File: config.mk
export PLATFORM = sky130hd
export DESIGN_NAME = gamepad_shift_register_reader_core
export DESIGN_NICKNAME = d
export VERILOG_FILES = /design/src/gsrr_pkg.sv /design/src/gsrr_seq.sv /design/src/gamepad_shift_register_reader_core.sv
export SDC_FILE = /design/constraint.sdc
export NUM_CORES = 1
export LEC_CHECK = 0
export BUFFER_PORTS_ARGS = -buffer_cell sky130_fd_sc_hd__buf_2
export CAP_MARGIN = 5
export CORE_MARGIN = 10
export CORE_UTILIZATION = 58
export DETAILED_ROUTE_END_ITERATION = 8
export PLACE_DENSITY = 0.86
export SLEW_MARGIN = 10
export SYNTH_ARGS = -nofsm -noshare
export SYNTH_HDL_FRONTEND = slang
export SYNTH_SLANG_ARGS = --single-unit
File: constraint.sdc
create_clock -name i_clk -period 5.5 [get_ports i_clk]
set_input_delay 1.1 -clock i_clk [delete_from_list [all_inputs] [get_ports i_clk]]
set_output_delay 1.1 -clock i_clk [all_outputs]
set_load 0.02 [all_outputs]
File: src/gsrr_pkg.sv
// ----------------------------------------------------------------------------
// gsrr_pkg
// Shared types and constants for the game controller shift-register reader.
// ----------------------------------------------------------------------------
package gsrr_pkg;

    // Register map: one 32-bit register every four bytes.
    localparam int unsigned ADDR_W   = 3;
    localparam int unsigned DATA_W   = 32;
    localparam logic        REG_WAIT = 1'b0;
    localparam logic        REG_BITS = 1'b1;

    // Field widths.
    localparam int unsigned WAIT_W  = 8;
    localparam int unsigned COUNT_W = 5;
    localparam int unsigned TICK_W  = 8;
    localparam int unsigned WORD_W  = 16;

    // Register reset values.
    localparam logic [WAIT_W-1:0]  WAIT_RESET  = 8'd6;
    localparam logic [COUNT_W-1:0] COUNT_RESET = 5'd12;

    // One result beat as produced by the sequencer.
    typedef struct packed {
        logic              clock_pin;
        logic              latch_pin;
        logic [WORD_W-1:0] buttons;
        logic              word_done;
    } t_result;

endpackage

File: src/gsrr_seq.sv
// ----------------------------------------------------------------------------
// gsrr_seq
// Poll sequencer: advances one phase per accepted tick and forms the result
// beat for that tick from the current state and the incoming data level.
// ----------------------------------------------------------------------------
module gsrr_seq (
    input  logic                             i_clk,
    input  logic                             i_rst_n,
    input  logic                             i_step,
    input  logic                             i_data_level,
    input  logic [gsrr_pkg::WAIT_W-1:0]      i_wait_ticks,
    input  logic [gsrr_pkg::COUNT_W-1:0]     i_bit_count,
    output gsrr_pkg::t_result                o_result
);
    import gsrr_pkg::*;

    typedef enum logic [3:0] {
        PH_START       = 4'd0,
        PH_INIT        = 4'd1,
        PH_WAIT        = 4'd2,
        PH_LATCH       = 4'd3,
        PH_LATCH_AFTER = 4'd4,
        PH_DATA        = 4'd5,
        PH_CLOCK       = 4'd6,
        PH_FINISH      = 4'd7,
        PH_PRE         = 4'd8
    } t_phase;

    t_phase              r_phase,      n_phase;
    logic [TICK_W-1:0]   r_tick_count, n_tick_count;
    logic [WORD_W-1:0]   r_shift_word, n_shift_word;
    logic [WORD_W-1:0]   r_held_word,  n_held_word;
    logic [TICK_W-1:0]   w_tick_inc;
    logic [TICK_W-1:0]   w_bit_count_ext;
    logic [WORD_W-1:0]   w_bit;

    assign w_tick_inc      = r_tick_count + TICK_W'(1);
    assign w_bit_count_ext = TICK_W'(i_bit_count);
    // The data line is active low.
    assign w_bit           = {{(WORD_W-1){1'b0}}, ~i_data_level};

    // Phase transition, decided on the state before this tick's update.
    always_comb begin
        unique case (r_phase)
            PH_START:       n_phase = PH_INIT;
            PH_INIT:        n_phase = PH_WAIT;
            PH_WAIT:        n_phase = (r_tick_count >= i_wait_ticks) ? PH_LATCH : PH_WAIT;
            PH_LATCH:       n_phase = PH_LATCH_AFTER;
            PH_LATCH_AFTER: n_phase = PH_DATA;
            PH_DATA:        n_phase = PH_CLOCK;
            PH_CLOCK:       n_phase = (r_tick_count >= w_bit_count_ext) ? PH_FINISH : PH_DATA;
            PH_FINISH:      n_phase = PH_WAIT;
            default:        n_phase = PH_START;
        endcase
    end

    // Work done in the phase just entered, and the pins for this tick.
    always_comb begin
        n_tick_count       = r_tick_count;
        n_shift_word       = r_shift_word;
        n_held_word        = r_held_word;
        o_result.clock_pin = 1'b0;
        o_result.latch_pin = 1'b0;
        o_result.word_done = 1'b0;
        unique case (n_phase)
            PH_INIT: begin
                n_tick_count = '0;
                n_held_word  = '0;
                n_shift_word = '0;
            end
            PH_WAIT: begin
                n_tick_count = w_tick_inc;
                n_shift_word = '0;
            end
            PH_LATCH: begin
                o_result.latch_pin = 1'b1;
                n_tick_count       = '0;
            end
            PH_DATA: begin
                n_shift_word = r_shift_word | w_bit;
            end
            PH_CLOCK: begin
                o_result.clock_pin = 1'b1;
                n_tick_count       = w_tick_inc;
                // Shift only while more bits are still to come.
                if (w_tick_inc < w_bit_count_ext) begin
                    n_shift_word = {r_shift_word[WORD_W-2:0], 1'b0};
                end
            end
            PH_FINISH: begin
                n_tick_count       = '0;
                n_held_word        = r_shift_word;
                o_result.word_done = 1'b1;
            end
            default: begin
            end
        endcase
        o_result.buttons = n_held_word;
    end

    // Sequencer state, advanced once per accepted tick.
    always_ff @(posedge i_clk) begin
        if (!i_rst_n) begin
            r_phase      <= PH_PRE;
            r_tick_count <= '0;
            r_shift_word <= '0;
            r_held_word  <= '0;
        end else if (i_step) begin
            r_phase      <= n_phase;
            r_tick_count <= n_tick_count;
            r_shift_word <= n_shift_word;
            r_held_word  <= n_held_word;
        end
    end

    // The init tick clears both words.
    a_init_clears: assert property (@(posedge i_clk) disable iff (!i_rst_n)
        i_step && n_phase == PH_INIT |=> r_held_word == '0 && r_shift_word == '0)
        else $error("init tick did not clear the words");

    // The finish tick publishes the gathered word.
    a_finish_publish: assert property (@(posedge i_clk) disable iff (!i_rst_n)
        i_step && n_phase == PH_FINISH |=> r_held_word == $past(r_shift_word))
        else $error("finish tick did not publish the shift word");

    // The latch pulse restarts the bit counter.
    a_latch_restart: assert property (@(posedge i_clk) disable iff (!i_rst_n)
        i_step && n_phase == PH_LATCH |=> r_tick_count == '0 && r_phase == PH_LATCH)
        else $error("latch tick did not restart the counter");

    // The held word only moves on an init or finish tick.
    a_held_stable: assert property (@(posedge i_clk) disable iff (!i_rst_n)
        !(i_step && (n_phase == PH_INIT || n_phase == PH_FINISH)) |=> $stable(r_held_word))
        else $error("held word changed outside init or finish");

endmodule

File: src/gamepad_shift_register_reader_core.sv
// ----------------------------------------------------------------------------
// gamepad_shift_register_reader_core
// Polls a serial game controller one tick per input beat and reports the
// clock and latch pins, the last button word and a done flag per tick.
// ----------------------------------------------------------------------------
// Each input beat is one tick and yields exactly one result beat. The block
// takes a new beat every cycle unless the output register holds a beat that
// is not being taken: the sequencer state updates in the cycle of acceptance
// and the result waits in a single output register, which is refilled in the
// same cycle it is taken. Throughput is one tick per cycle without stalls.
// Registers wait_ticks (0x0) and bit_count (0x4) are read and written over
// the APB port and should be written while no result beat is pending.
module gamepad_shift_register_reader_core (
    input  logic                            i_clk,
    input  logic                            i_rst_n,
    // Configuration port.
    input  logic                            psel,
    input  logic                            penable,
    input  logic                            pwrite,
    input  logic [gsrr_pkg::ADDR_W-1:0]     paddr,
    input  logic [gsrr_pkg::DATA_W-1:0]     pwdata,
    output logic [gsrr_pkg::DATA_W-1:0]     prdata,
    output logic                            pready,
    // Tick input.
    input  logic                            i_in_valid,
    output logic                            o_in_ready,
    input  logic                            i_data_level,
    // Result output.
    output logic                            o_out_valid,
    input  logic                            i_out_ready,
    output logic                            o_clock_pin,
    output logic                            o_latch_pin,
    output logic [gsrr_pkg::WORD_W-1:0]     o_buttons,
    output logic                            o_word_done
);
    import gsrr_pkg::*;

    logic [WAIT_W-1:0]  r_wait_ticks;
    logic [COUNT_W-1:0] r_bit_count;
    logic               r_out_valid;
    t_result            r_result;
    t_result            w_result;
    logic               w_step;
    logic               w_cfg_write;

    // Configuration registers.
    assign pready      = 1'b1;
    assign w_cfg_write = psel && penable && pwrite;

    always_ff @(posedge i_clk) begin
        if (!i_rst_n) begin
            r_wait_ticks <= WAIT_RESET;
            r_bit_count  <= COUNT_RESET;
        end else if (w_cfg_write) begin
            unique case (paddr[2])
                REG_WAIT: r_wait_ticks <= pwdata[WAIT_W-1:0];
                REG_BITS: r_bit_count  <= pwdata[COUNT_W-1:0];
                default: begin
                end
            endcase
        end
    end

    always_comb begin
        unique case (paddr[2])
            REG_WAIT: prdata = DATA_W'(r_wait_ticks);
            REG_BITS: prdata = DATA_W'(r_bit_count);
            default:  prdata = '0;
        endcase
    end

    // A tick is taken whenever the output register is free or being drained.
    assign o_in_ready = !r_out_valid || i_out_ready;
    assign w_step     = i_in_valid && o_in_ready;

    gsrr_seq u_seq (
        .i_clk        (i_clk),
        .i_rst_n      (i_rst_n),
        .i_step       (w_step),
        .i_data_level (i_data_level),
        .i_wait_ticks (r_wait_ticks),
        .i_bit_count  (r_bit_count),
        .o_result     (w_result)
    );

    // Output register holding one result beat.
    always_ff @(posedge i_clk) begin
        if (!i_rst_n) begin
            r_out_valid <= 1'b0;
        end else if (o_in_ready) begin
            r_out_valid <= i_in_valid;
        end
    end

    always_ff @(posedge i_clk) begin
        if (w_step) begin
            r_result <= w_result;
        end
    end

    assign o_out_valid = r_out_valid;
    assign o_clock_pin = r_result.clock_pin;
    assign o_latch_pin = r_result.latch_pin;
    assign o_buttons   = r_result.buttons;
    assign o_word_done = r_result.word_done;

endmodule

# Word level (Yosys, flattened, before mapping)
# Index checks and enable logic that the tools add are counted.
[word_totals]
elab_cells = 59
romBits = 0
mem_count = 0
ff_bits = 77
latch_bits = 0
in_bits = 43
output_inout_bits = 54
ram_bits = 0
[classes]
n_reduce_logical = 16
shifts = 0
bitwise = 3
add_sub_neg = 1
n_mul = 0
order_cmp = 3
n_div = 0
mux = 11
eq_ne = 14
[op_table]
columns = ["op", "n"]
rows = [
  ["case mux 32 bit (2 select lines)", 1],
  ["case mux 16 bit (3 select lines)", 1],
  ["case mux 16 bit (2 select lines)", 1],
  ["== test 4 x 3 -> 1 bit (second input constant)", 7],
  ["case mux 4 bit (7 select lines)", 1],
  ["== test 4 x 2 -> 1 bit (second input constant)", 4],
  ["2-to-1 mux 16 bit", 1],
  ["OR 16 x 1 -> 16 bit", 1],
  ["case mux 8 bit (2 select lines)", 1],
  ["adder 8 x 1 -> 8 bit (second input constant)", 1],
  ["== test 4 x 1 -> 1 bit (second input constant)", 2],
  [">= comparator 8 x 5 -> 1 bit", 1],
  [">= comparator 8 bit", 1],
  ["< comparator 8 x 5 -> 1 bit", 1],
  ["AND reduction 2 bit", 3],
  ["OR reduction 2 bit", 3],
  ["logical NOT 4 bit", 1],
  ["2-to-1 mux 1 bit", 4],
  ["logical AND 1 bit", 3],
  ["AND reduction 3 bit", 1],
  ["nonzero test 3 bit", 1],
  ["OR reduction 3 bit", 1],
  ["2-to-1 mux 2 bit", 1],
  ["inequality test 2 x 1 -> 1 bit (second input constant)", 1],
  ["other kinds (4)", 5],
]

# Longest topological paths before layout
# Gate-level depths: netlist (run 1).
[depth]
depth_word = 7
mapped_depth = 16
mapped_depth_nobuf = 14

# Hierarchy
# Synthesis (run 1) repeated with hierarchy kept, for this count alone.
[unflattened]
hier_cells = 427
hier_area_um2 = 4110.2
[modules_own_cells]
columns = ["mod", "area_each_um2", "cells_per_inst", "instances", "seq_area_each_um2"]
rows = [
  ["gsrr_seq", 2662.6, 311, 1, 880.8],
  ["gamepad_shift_register_reader_core", 1447.6, 116, 1, 850.8],
]

# Worst setup path after synthesis (run 1)
# No wires, ideal clock.
[synth_timing]
kind = "input -> output"
from = "in paddr[2] in the netlist's numbering"
to = "out prdata[1] in the netlist's numbering"
stages = 3
t_arrival_ns = 1.915
slack_ns = 2.485
path_cell_list = "clkbuf_1 clkbuf_1 o21ai_0"
[synth_between]
elab_chain_cells = 2
[synth_lines]
columns = ["item", "line_no", "source"]
rows = [
  ["start: declaration", "gamepad_shift_register_reader_core.sv:20", "input logic [gsrr_pkg::ADDR_W-1:0] paddr,"],
  ["NOT 1 bit (no line)", "-", ""],
  ["case mux 32 bit (2 select lines) (*)", "gamepad_shift_register_reader_core.sv:65", "unique case (paddr[2])"],
  ["end: declaration", "gamepad_shift_register_reader_core.sv:22", "output logic [gsrr_pkg::DATA_W-1:0] prdata,"],
]
# Every way passes the cells marked *; elsewhere a longest branch is shown, timed or not. The select of a mux whose other input is x is not followed.

# Final worst setup path (run 1)
[layout_timing]
from = "reg u_seq.r_tick_count[0]"
to = "reg u_seq.r_held_word[1]"
[layout_between]
elab_chain_cells = 5
[layout_lines]
columns = ["item", "line_no", "source"]
rows = [
  ["start: declaration", "gsrr_seq.sv:30", "logic [TICK_W-1:0] r_tick_count, n_tick_count;"],
  ["start signal: assignment", "gsrr_seq.sv:110", "r_tick_count <= n_tick_count;"],
  [">= comparator 8 bit (*)", "gsrr_seq.sv:47", "PH_WAIT: n_phase = (r_tick_count >= i_wait_ticks) ? PH_LATCH : PH_WAIT;"],
  ["2-to-1 mux 1 bit (*)", "gsrr_seq.sv:47", ""],
  ["case mux 4 bit (7 select lines) (*)", "gsrr_seq.sv:44", "unique case (r_phase)"],
  ["net u_seq.n_phase[0]", "gsrr_seq.sv:29", "t_phase r_phase, n_phase;"],
  ["== test 4 x 3 -> 1 bit / == test 4 x 1 -> 1 bit (equally long branches)", "gsrr_seq.sv:65", "unique case (n_phase)"],
  ["case mux 16 bit (2 select lines) (*)", "gsrr_seq.sv:65", ""],
  ["net u_seq.n_held_word[1]", "gsrr_seq.sv:32", "logic [WORD_W-1:0] r_held_word, n_held_word;"],
  ["end signal: assignment", "gsrr_seq.sv:112", "r_held_word <= n_held_word;"],
  ["end: declaration", "gsrr_seq.sv:32", ""],
]
# The timed path passes the listed nets; every way through them passes the cells marked *.
# A chain may end at the register's enable or synchronous reset.

==> impl_metrics.yaml, run 1 <==
layout:
  multiInputGateArea_um2: 1980
  num-fill-cells: 554
  utilization_pct: 63.8
  seq_area_um2: 1730
  syn2layout_area_growth_pct: 7.45
  drive_gt1_share_pct: 15.5
  final_nets: 506
  diodes: 0
  stdcell_count: 541
  final_area_um2: 4330
global_routing:
  grt_max_degree: 62
  grt_pass1_vias: 2918
  grt_pass1_wl_um: 13300
  antenna_found_initial: 0
  grt_usage_pct: 15.7
  gr-total-overflow: 0
timing:
  clock.fmax_ghz: 0.270
  timing.hold.ws_ns: 0.469
  fin_setup_tns_ns: 0
  rsz0062_at_grt: "no"
  finalSetupViolCount: 0
  fin_crit_sh_pct: 67.3
  worst_pin_slew_ns: 1.00
  relSlewSlack_pct: 33.1
  fin_skew_ns: 0.0107
  hold_violations: 0
  slew_violations: 0
  period_minus_slack_ns: 3.70
  worst_slack_ns: 1.80
synthesis:
  async_reset_ff_share_pct: 0
  syn_inst: 408
  synth-seq-cells: 77
  yosysMostFrequentCell: "dfxtp_1"
  synth-edff-count: 19
  synth_top_family_by_area: "compound AO/OA/AOI/OAI gates"
  synth_top_cell_area_share_pct: 28.8
  synth-simple-area-share_pct: 15.8
  netlist_top_cells_count: "dfxtp_1, nand2_1, buf_4"
  syn_avg_cell_area_um2: 9.88
  synthTopCellsByArea: "dfxtp_1, edfxtp_1, ha_1"
  yosys_warnings: 0
  yosys.area_share.xor_xnor_pct: 0.869
  yosysTopAreaCell: "dfxtp_1"
  synthAdderAreaFrac_pct: 7.14
  synth_flop_cell: "dfxtp_1"
  synth.mux.area_fraction_pct: 5.49
  synth_cell_type_count: 53
  synth_compound_area_share_pct: 17.4
  ys_seq_area_share_pct: 42.9
  synth_area_um2: 4030
critical_path:
  startpoint_type: "flip-flop"
  cp.required_ns: 5.81
  worstPathArrival_ns: 4.01
  ff2ff_setup_slack_ns: 1.80
  worstSetupEndpointType: "flip-flop"
  r2r-end: "u_seq.r_held_word[1]$_SDFFE_PN0P_"
  r2r-start: "u_seq.r_tick_count[0]$_SDFFE_PN0P_"
  path_class: "reg2reg"
  ff2ff_path_depth: 13
  cp_max_fo: 18
placed_design:
  gp_congestion: 0.871
  place_area_um2: 4130
  pre_cts_ws_ns: 1.78
  port_buffers: 45
  dpl.hpwl_um: 5610
  dp_cells: 525
cts:
  cts_inserted_buffers: 9
  cts-resized-gates: 0
  htree_levels: 3
  tritoncts: "yes"
  cts_sinks: 77
  path_clk_slew_ns: 0.08
  clockBufferDepth: 2
  clk_latency_ns: 0.36
  hold_buffers: 0
  post_cts_buffers: 0
  cts-root-buf: "clkbuf_8"
floorplanning:
  die_y_um: 103
  core-area_um2: 6790
  die_w_um: 103
  die_area_um2: 10700
  ioPinCount: 97
  start_util_pct: 59.4
  rows: 30
route:
  wl_per_cell_um: 15.0
  viasPerCell: 5.43
  dr_total_vias: 2938
  totalWireLength_um: 8130
  ant_nets: 0
  drtIter0Drc: 150
  firstDrtPassIters: 4
  drc: 0
hold_path:
  min_to: "u_seq.r_shift_word[15]$_SDFFE_PN0P_"
  min_path_cells: 2
  hold_path.startpoint: "u_seq.r_shift_word[15]$_SDFFE_PN0P_"
  hold_path.class: "reg2reg"
pwr:
  power_density_nw_per_um2: 276
  p_leak_nw: 2.11
  finalPower_mw: 1.19
  ir_drop_mv: 0.145
run:
  max-cap-violations: 0
outcome:
  status: "finished clean"
-- worst max-delay path, cell delays in order (launching register included) --
cell	delay (ns)
dfxtp_1	0.49
inv_1	0.11
ha_1	0.27
nand2b_1	0.14
a21o_1	0.18
a21o_1	0.18
a21oi_1	0.12
o21ai_0	0.18
and2_1	0.23
ha_1	0.22
and2_1	0.39
a21oi_2	0.72
a22o_1	0.27
o211a_1	0.15
-- layout by cell type (no fill, tap or decap), types with 8 or more instances in the layout --
cell / n
a21boi_0: 8
a22o_1: 16
buf_2: 45
clkbuf_8: 9
conb_1: 25
dfxtp_1: 58
edfxtp_1: 19
ha_1: 23
inv_1: 18
mux2i_1: 21
nand2_1: 57
nand2b_1: 19
nor2_1: 8
nor2b_1: 10
o211a_1: 18
o21ai_0: 11
-- layout make-up --
| class | instances | share of cell area, % |
|---|---|---|
| Clock buffer | 9 | 2.86 |
| Clock inverter | 7 | 1.88 |
| Inverter | 18 | 1.56 |
| Multi-Input combinational cell | 288 | 45.6 |
| Sequential cell | 77 | 40.0 |
| Tap cell | 96 | 2.77 |
| Timing Repair Buffer | 46 | 5.37 |
-- layer usage --
| layer | part of all wire (%) | vias up | routed length, µm | global-route usage, % |
|---|---|---|---|---|
| li1 | - | 1457 | - | - |
| met2 | 47 | 86 | 3840 | 25.0 |
| met4 | 1.7 | 0 | 140 | 8.34 |
| met3 | 6.4 | 13 | 524 | 4.19 |
| met5 | 0 | - | 0 | 0 |
| met1 | 45 | 1382 | 3630 | 18.9 |
-- flip-flops by register name, indices dropped and copies added, names as in the netlist --
register,flops
o_buttons,16
o_clock_pin,1
o_latch_pin,1
o_out_valid,1
o_word_done,1
r_bit_count,5
r_wait_ticks,8
u_seq.r_held_word,16
u_seq.r_phase,4
u_seq.r_shift_word,16
u_seq.r_tick_count,8
-- power by group --
part	switching, mW	internal [mW]	leakage, nW
combinational	0.0899	0.0475	1.34
clock	0.228	0.218	0.108
sequential	0.00890	0.603	0.663
total	0.326	0.868	2.11
-- kinds of logic (layout without fill, tap and decap cells) --
group	Yosys count	in the layout
AO/OA/AOI/OAI	89	89
XOR/XNOR	4	4
adder cells (fa/ha/maj)	23	23
buffers and inverters	66	80
flip-flops	77	77
multiplexers	22	22
other	2	25
AND/OR/NAND/NOR	125	125
-- worst max path at each step --
stage / from / endpoint / slack [ns]
after floorplan: paddr[2] / prdata[1] / 2.48
after global placement: u_seq.r_tick_count[0]$_SDFFE_PN0P_ / u_seq.r_held_word[1]$_SDFFE_PN0P_ / 1.89
after detailed placement: u_seq.r_tick_count[0]$_SDFFE_PN0P_ / u_seq.r_held_word[1]$_SDFFE_PN0P_ / 1.78
after CTS: u_seq.r_tick_count[0]$_SDFFE_PN0P_ / u_seq.r_held_word[1]$_SDFFE_PN0P_ / 1.79
after global routing: u_seq.r_tick_count[0]$_SDFFE_PN0P_ / u_seq.r_held_word[3]$_SDFFE_PN0P_ / 1.43
final: u_seq.r_tick_count[0]$_SDFFE_PN0P_ / u_seq.r_held_word[1]$_SDFFE_PN0P_ / 1.80
Note: power is estimated with default switching activity, not from simulation.
==> inputs of run 2 (changes only) <==
- CORE_UTILIZATION: 58 -> 49
- PLACE_DENSITY: 0.86 -> 0.77
- clock period: 5.5 -> 3.3 ns (I/O delays scaled with it)
==> run 2 against run 1 <==
Against the previous run:
- count of clock-buffer cells in the layout is the same
- largest power group unchanged
- maximum frequency rose by 19%
- critical path type unchanged
- first-iteration DRC count grew 6.7%
- combinational power increased by 77%
- core utilization is 8.5 points lower
- non-clock buffer count rose by 9
- clock power up 64%
==> impl_metrics.yaml, run 2 (same netlist as run 1, synthesis figures left out) <==
route:
  ant_nets: 0
  dr_total_vias: 2940
  viasPerCell: 5.26
  drc: 0
  totalWireLength_um: 8080
  firstDrtPassIters: 4
  drtIter0Drc: 160
  wl_per_cell_um: 14.4
timing:
  hold_violations: 0
  relSlewSlack_pct: 55.0
  worst_pin_slew_ns: 0.673
  period_minus_slack_ns: 3.11
  finalSetupViolCount: 0
  fin_skew_ns: 0.0106
  fin_crit_sh_pct: 94.3
  clock.fmax_ghz: 0.321
  slew_violations: 0
  fin_setup_tns_ns: 0
critical_path:
  path_buf_inv: 2
  cp_max_fo: 16
  ff2ff_path_depth: 15
  critical_path.max_stage_delay_ns: 0.34
  startpoint_type: "flip-flop"
  worstSetupEndpointType: "flip-flop"
  cp_common_cell: "a21o_1"
  path_class: "reg2reg"
  r2r-start: "u_seq.r_tick_count[0]$_SDFFE_PN0P_"
  cp.required_ns: 3.54
  worstPathArrival_ns: 3.35
  crit_path_top_delay_cell: "dfxtp_1"
  cp-startpoint: "u_seq.r_tick_count[0]$_SDFFE_PN0P_"
  r2r-end: "u_seq.r_shift_word[4]$_SDFFE_PN0P_"
  ff2ff_setup_slack_ns: 0.19
  cp_top_family: "compound AO/OA/AOI/OAI gates"
  path_cells: "inv_1 -> ha_1 -> nand2b_1 -> a21o_1 -> a21o_1 -> a21oi_2 -> o21ai_2 -> and2_4 -> ha_1 -> nand3_2 -> nor4b_4 -> a31oi_2 -> a21o_1 -> buf_12 -> mux2i_2"
placed_design:
  dpl.hpwl_um: 5630
  gp_congestion: 0.798
  port_buffers: 45
  place_area_um2: 4210
layout:
  utilization_pct: 55.2
  drive_gt1_share_pct: 19.4
  diodes: 0
  final_area_um2: 4470
  final_nets: 515
  layout_common_cells: "nand2_1, dfxtp_1, buf_2, conb_1, ha_1"
  syn2layout_area_growth_pct: 10.9
pwr:
  internal_power_mw: 1.45
  switching_share_pct: 27.1
  ir_drop_mv: 0.205
  power_density_nw_per_um2: 446
  finalPower_mw: 1.99
  p_comb_share_pct: 12.2
  seqPwrFrac_pct: 51.2
  clkPwrFrac_pct: 36.7
  p_leak_nw: 2.16
  switchingPower_uw: 539
cts:
  clk_latency_ns: 0.35
  path_clk_slew_ns: 0.08
  clockBufferDepth: 2
  htree_levels: 3
  cts-root-buf: "clkbuf_8"
  cts_sinks: 77
  tritoncts: "yes"
  cts_inserted_buffers: 9
floorplanning:
  core-area_um2: 8090
  die_y_um: 111
  die_area_um2: 12300
  start_util_pct: 49.8
  die_w_um: 111
  rows: 33
  ioPinCount: 97
hold_path:
  hold_path.startpoint: "u_seq.r_shift_word[15]$_SDFFE_PN0P_"
  min_to: "u_seq.r_shift_word[15]$_SDFFE_PN0P_"
  hold_path.class: "reg2reg"
  min_path_cells: 2
run:
  max-cap-violations: 0
global_routing:
  grt_pass1_wl_um: 13800
  grt_pass1_vias: 3085
  gr-total-overflow: 0
  grt_usage_pct: 13.0
  antenna_found_initial: 0
  grt_max_degree: 61
outcome:
  status: "finished clean"
## run 2: cell type report
type | instances | area [µm²]
Inverter | 18 | 67.6
Multi-Input combinational cell | 288 | 2020
Clock inverter | 7 | 81.3
Sequential cell | 77 | 1730
Clock buffer | 9 | 124
Fill cell | 736 | 3620
Timing Repair Buffer | 55 | 313
Tap cell | 105 | 131
## run 2: power by group through the flow
stage	Sequential (mW)	Combinational, mW	Clock [mW]
finish	1.02	0.242	0.730
floorplan	1.06	0.183	0
global route	1.02	0.265	0.784
CTS	1.02	0.239	0.747
detailed placement	1.04	0.238	0
global placement	1.04	0.233	0
## run 2: layer usage
layer / routed length [µm] / part of all wire (%) / track usage, % / up-vias
met1: 3580 / 44 / 15.0 / 1403
met5: 0 / 0 / 0 / -
met2: 4090 / 51 / 22.6 / 59
met3: 312 / 3.9 / 2.76 / 6
li1: - / - / - / 1472
met4: 99 / 1.2 / 5.56 / 0
## run 2: worst max-delay path by stage
stage,slack (ns),to,depth (start not counted)
global placement,0.16,u_seq.r_shift_word[4]$_SDFFE_PN0P_,13
global route,-0.002,u_seq.r_shift_word[4]$_SDFFE_PN0P_,15
finish,0.19,u_seq.r_shift_word[4]$_SDFFE_PN0P_,15
detailed placement,0.15,u_seq.r_shift_word[4]$_SDFFE_PN0P_,13
CTS,0.10,u_seq.r_shift_word[1]$_SDFFE_PN0P_,13
floorplan,0.32,u_seq.r_shift_word[0]$_SDFFE_PN0P_,16
## run 2: tightest hold or removal path, delay by kind of cell, from the launching register on
family / cells / cell delay, ns
and+or+nand+nor: 1 / 0.05
muxes: 1 / 0.05
DFF: 1 / 0.32
## run 2: per-stage QoR
| step | cells | hold WS [ns] | worst slack, ns |
|---|---|---|---|
| after floorplan | 431 | 0.438 | 0.316 |
| after global placement | 542 | 0.452 | 0.158 |
| after detailed placement | 542 | 0.455 | 0.151 |
| after CTS | 558 | 0.467 | 0.103 |
| after global routing | 559 | 0.486 | -0.00249 |
| final | 559 | 0.464 | 0.189 |
## run 2: what timing repair did
item / CTS / global route
endpoints found under the setup margin: 0 / 16
resized for setup: 0 / 13
hold buffers: 0 / 0
buffers inserted: 0 / 1
==> inputs of run 3 (changes only) <==
- CORE_UTILIZATION: 49 -> 58
- PLACE_DENSITY: 0.77 -> 0.86
- clock period: 3.3 -> 3.6 ns (I/O delays scaled with it)
==> run 3 against run 2 <==
Against the previous run:
- design area decreased by 2.6%
- critical endpoint is now u_seq.r_shift_word[7]$_SDFFE_PN0P_
- count of clock-buffer cells in the layout unchanged
- sequential cell count unchanged
- total power decreased by 11%
- routed wire length increased by 1.1%
- maximum frequency decreased by 5.3%
- largest cell class unchanged
==> impl_metrics.yaml, run 3 (same netlist as run 1, synthesis figures left out) <==
hold_path:
  min_path_cells: 2
  min_to: "r_wait_ticks[5]$_SDFFE_PN0P_"
  hold_path.startpoint: "r_wait_ticks[5]$_SDFFE_PN0P_"
  hold_path.class: "reg2reg"
route:
  totalWireLength_um: 8170
  drtIter0Drc: 140
  dr_total_vias: 2934
  viasPerCell: 5.37
  ant_nets: 0
  drc: 0
  wl_per_cell_um: 15.0
  firstDrtPassIters: 4
critical_path:
  worstSetupEndpointType: "flip-flop"
  r2r-end: "u_seq.r_shift_word[7]$_SDFFE_PN0P_"
  ff2ff_setup_slack_ns: 0.31
  r2r-start: "r_bit_count[4]$_SDFFE_PN0P_"
  startpoint_type: "flip-flop"
  cp.required_ns: 3.82
  cp_max_fo: 16
  path_class: "reg2reg"
  worstPathArrival_ns: 3.51
  ff2ff_path_depth: 12
cts:
  hold_buffers: 0
  tritoncts: "yes"
  path_clk_slew_ns: 0.09
  htree_levels: 3
  clk_latency_ns: 0.36
  cts_sinks: 77
  clockBufferDepth: 2
  cts_inserted_buffers: 9
  cts-root-buf: "clkbuf_8"
timing:
  fin_crit_sh_pct: 91.3
  fin_setup_tns_ns: 0
  worst_pin_slew_ns: 0.727
  rsz0062_at_grt: "no"
  clock.fmax_ghz: 0.304
  fin_skew_ns: 0.0143
  slew_violations: 0
  hold_violations: 0
  finalSetupViolCount: 0
  relSlewSlack_pct: 51.5
  period_minus_slack_ns: 3.29
layout:
  layout_common_cells: "dfxtp_1, nand2_1, buf_2, conb_1, ha_1"
  syn2layout_area_growth_pct: 7.94
  final_nets: 511
  drive_gt1_share_pct: 16.7
  utilization_pct: 64.1
  final_area_um2: 4350
  diodes: 0
  final_common_cell: "dfxtp_1"
global_routing:
  antenna_found_initial: 0
  grt_max_degree: 61
  gr-total-overflow: 0
  grt_usage_pct: 15.8
  grt_pass1_wl_um: 13300
  grt_pass1_vias: 2821
floorplanning:
  die_w_um: 103
  die_area_um2: 10700
  die_y_um: 103
  ioPinCount: 97
  rows: 30
  start_util_pct: 59.4
  core-area_um2: 6790
placed_design:
  port_buffers: 45
  gp_congestion: 0.819
  place_area_um2: 4170
  dpl.hpwl_um: 5800
pwr:
  ir_drop_mv: 0.247
  p_leak_nw: 2.11
  finalPower_mw: 1.77
  power_density_nw_per_um2: 407
run:
  max-cap-violations: 0
outcome:
  status: "finished clean"
## run 3: routing by layer
metal	part of all wire, %	track usage (%)	routed length (µm)	vias up
met5	0	0	0	-
met2	48	25.3	3940	91
met3	6.0	3.99	489	12
li1	-	-	-	1457
met1	44	19.9	3590	1374
met4	1.8	6.20	146	0
## run 3: what timing repair did
item                                   CTS  global route
buffers inserted                         0             0
setup endpoints to repair                0            16
resized for setup                        0             1
endpoints found under the hold margin    0             0
## run 3: cell type report
class / count / area [µm²]
multi-input cells: 288 / 1980
flip-flops and latches: 77 / 1730
inverters: 18 / 67.6
repair buffers: 51 / 270
clock inverters: 7 / 62.6
clock buffers: 9 / 124
fillers: 532 / 2440
well taps: 96 / 120
## run 3: how the worst max path moves through the flow
| stage | start | endpoint | slack, ns |
|---|---|---|---|
| 5_1_grt | r_bit_count[4]$_SDFFE_PN0P_ | u_seq.r_shift_word[7]$_SDFFE_PN0P_ | 0.07 |
| 3_3_place_gp | r_bit_count[4]$_SDFFE_PN0P_ | u_seq.r_shift_word[4]$_SDFFE_PN0P_ | 0.21 |
| 2_1_floorplan | u_seq.r_tick_count[0]$_SDFFE_PN0P_ | u_seq.r_shift_word[0]$_SDFFE_PN0P_ | 0.62 |
| 3_5_place_dp | r_bit_count[4]$_SDFFE_PN0P_ | u_seq.r_shift_word[7]$_SDFFE_PN0P_ | 0.13 |
| 6_report | r_bit_count[4]$_SDFFE_PN0P_ | u_seq.r_shift_word[7]$_SDFFE_PN0P_ | 0.31 |
| 4_1_cts | r_bit_count[4]$_SDFFE_PN0P_ | u_seq.r_shift_word[7]$_SDFFE_PN0P_ | 0.11 |
## run 3: where the power goes
group | internal (mW) | switching, mW
sequential | 0.921 | 0.0137
combinational | 0.0751 | 0.138
clock | 0.264 | 0.360
## run 3: metrics by stage
stage               hold slack, ns  std cells  worst slack (ns)
global placement             0.449        530             0.209
floorplan                    0.438        431             0.616
CTS                          0.470        546             0.107
finish                       0.467        546             0.314
global route                 0.495        546            0.0656
detailed placement           0.457        530             0.128
## run 3: worst max-delay path, cell delays in order (launching register included)
cell and delay [ns]:
dfxtp_1 0.36, inv_1 0.08, ha_1 0.19, or4b_2 0.61, nor3_1 0.13, o21ai_0 0.16, and2_1 0.20, ha_1 0.30
nand3_1 0.14, nor4b_2 0.27, a31oi_1 0.15, a21o_2 0.38, mux2i_1 0.18
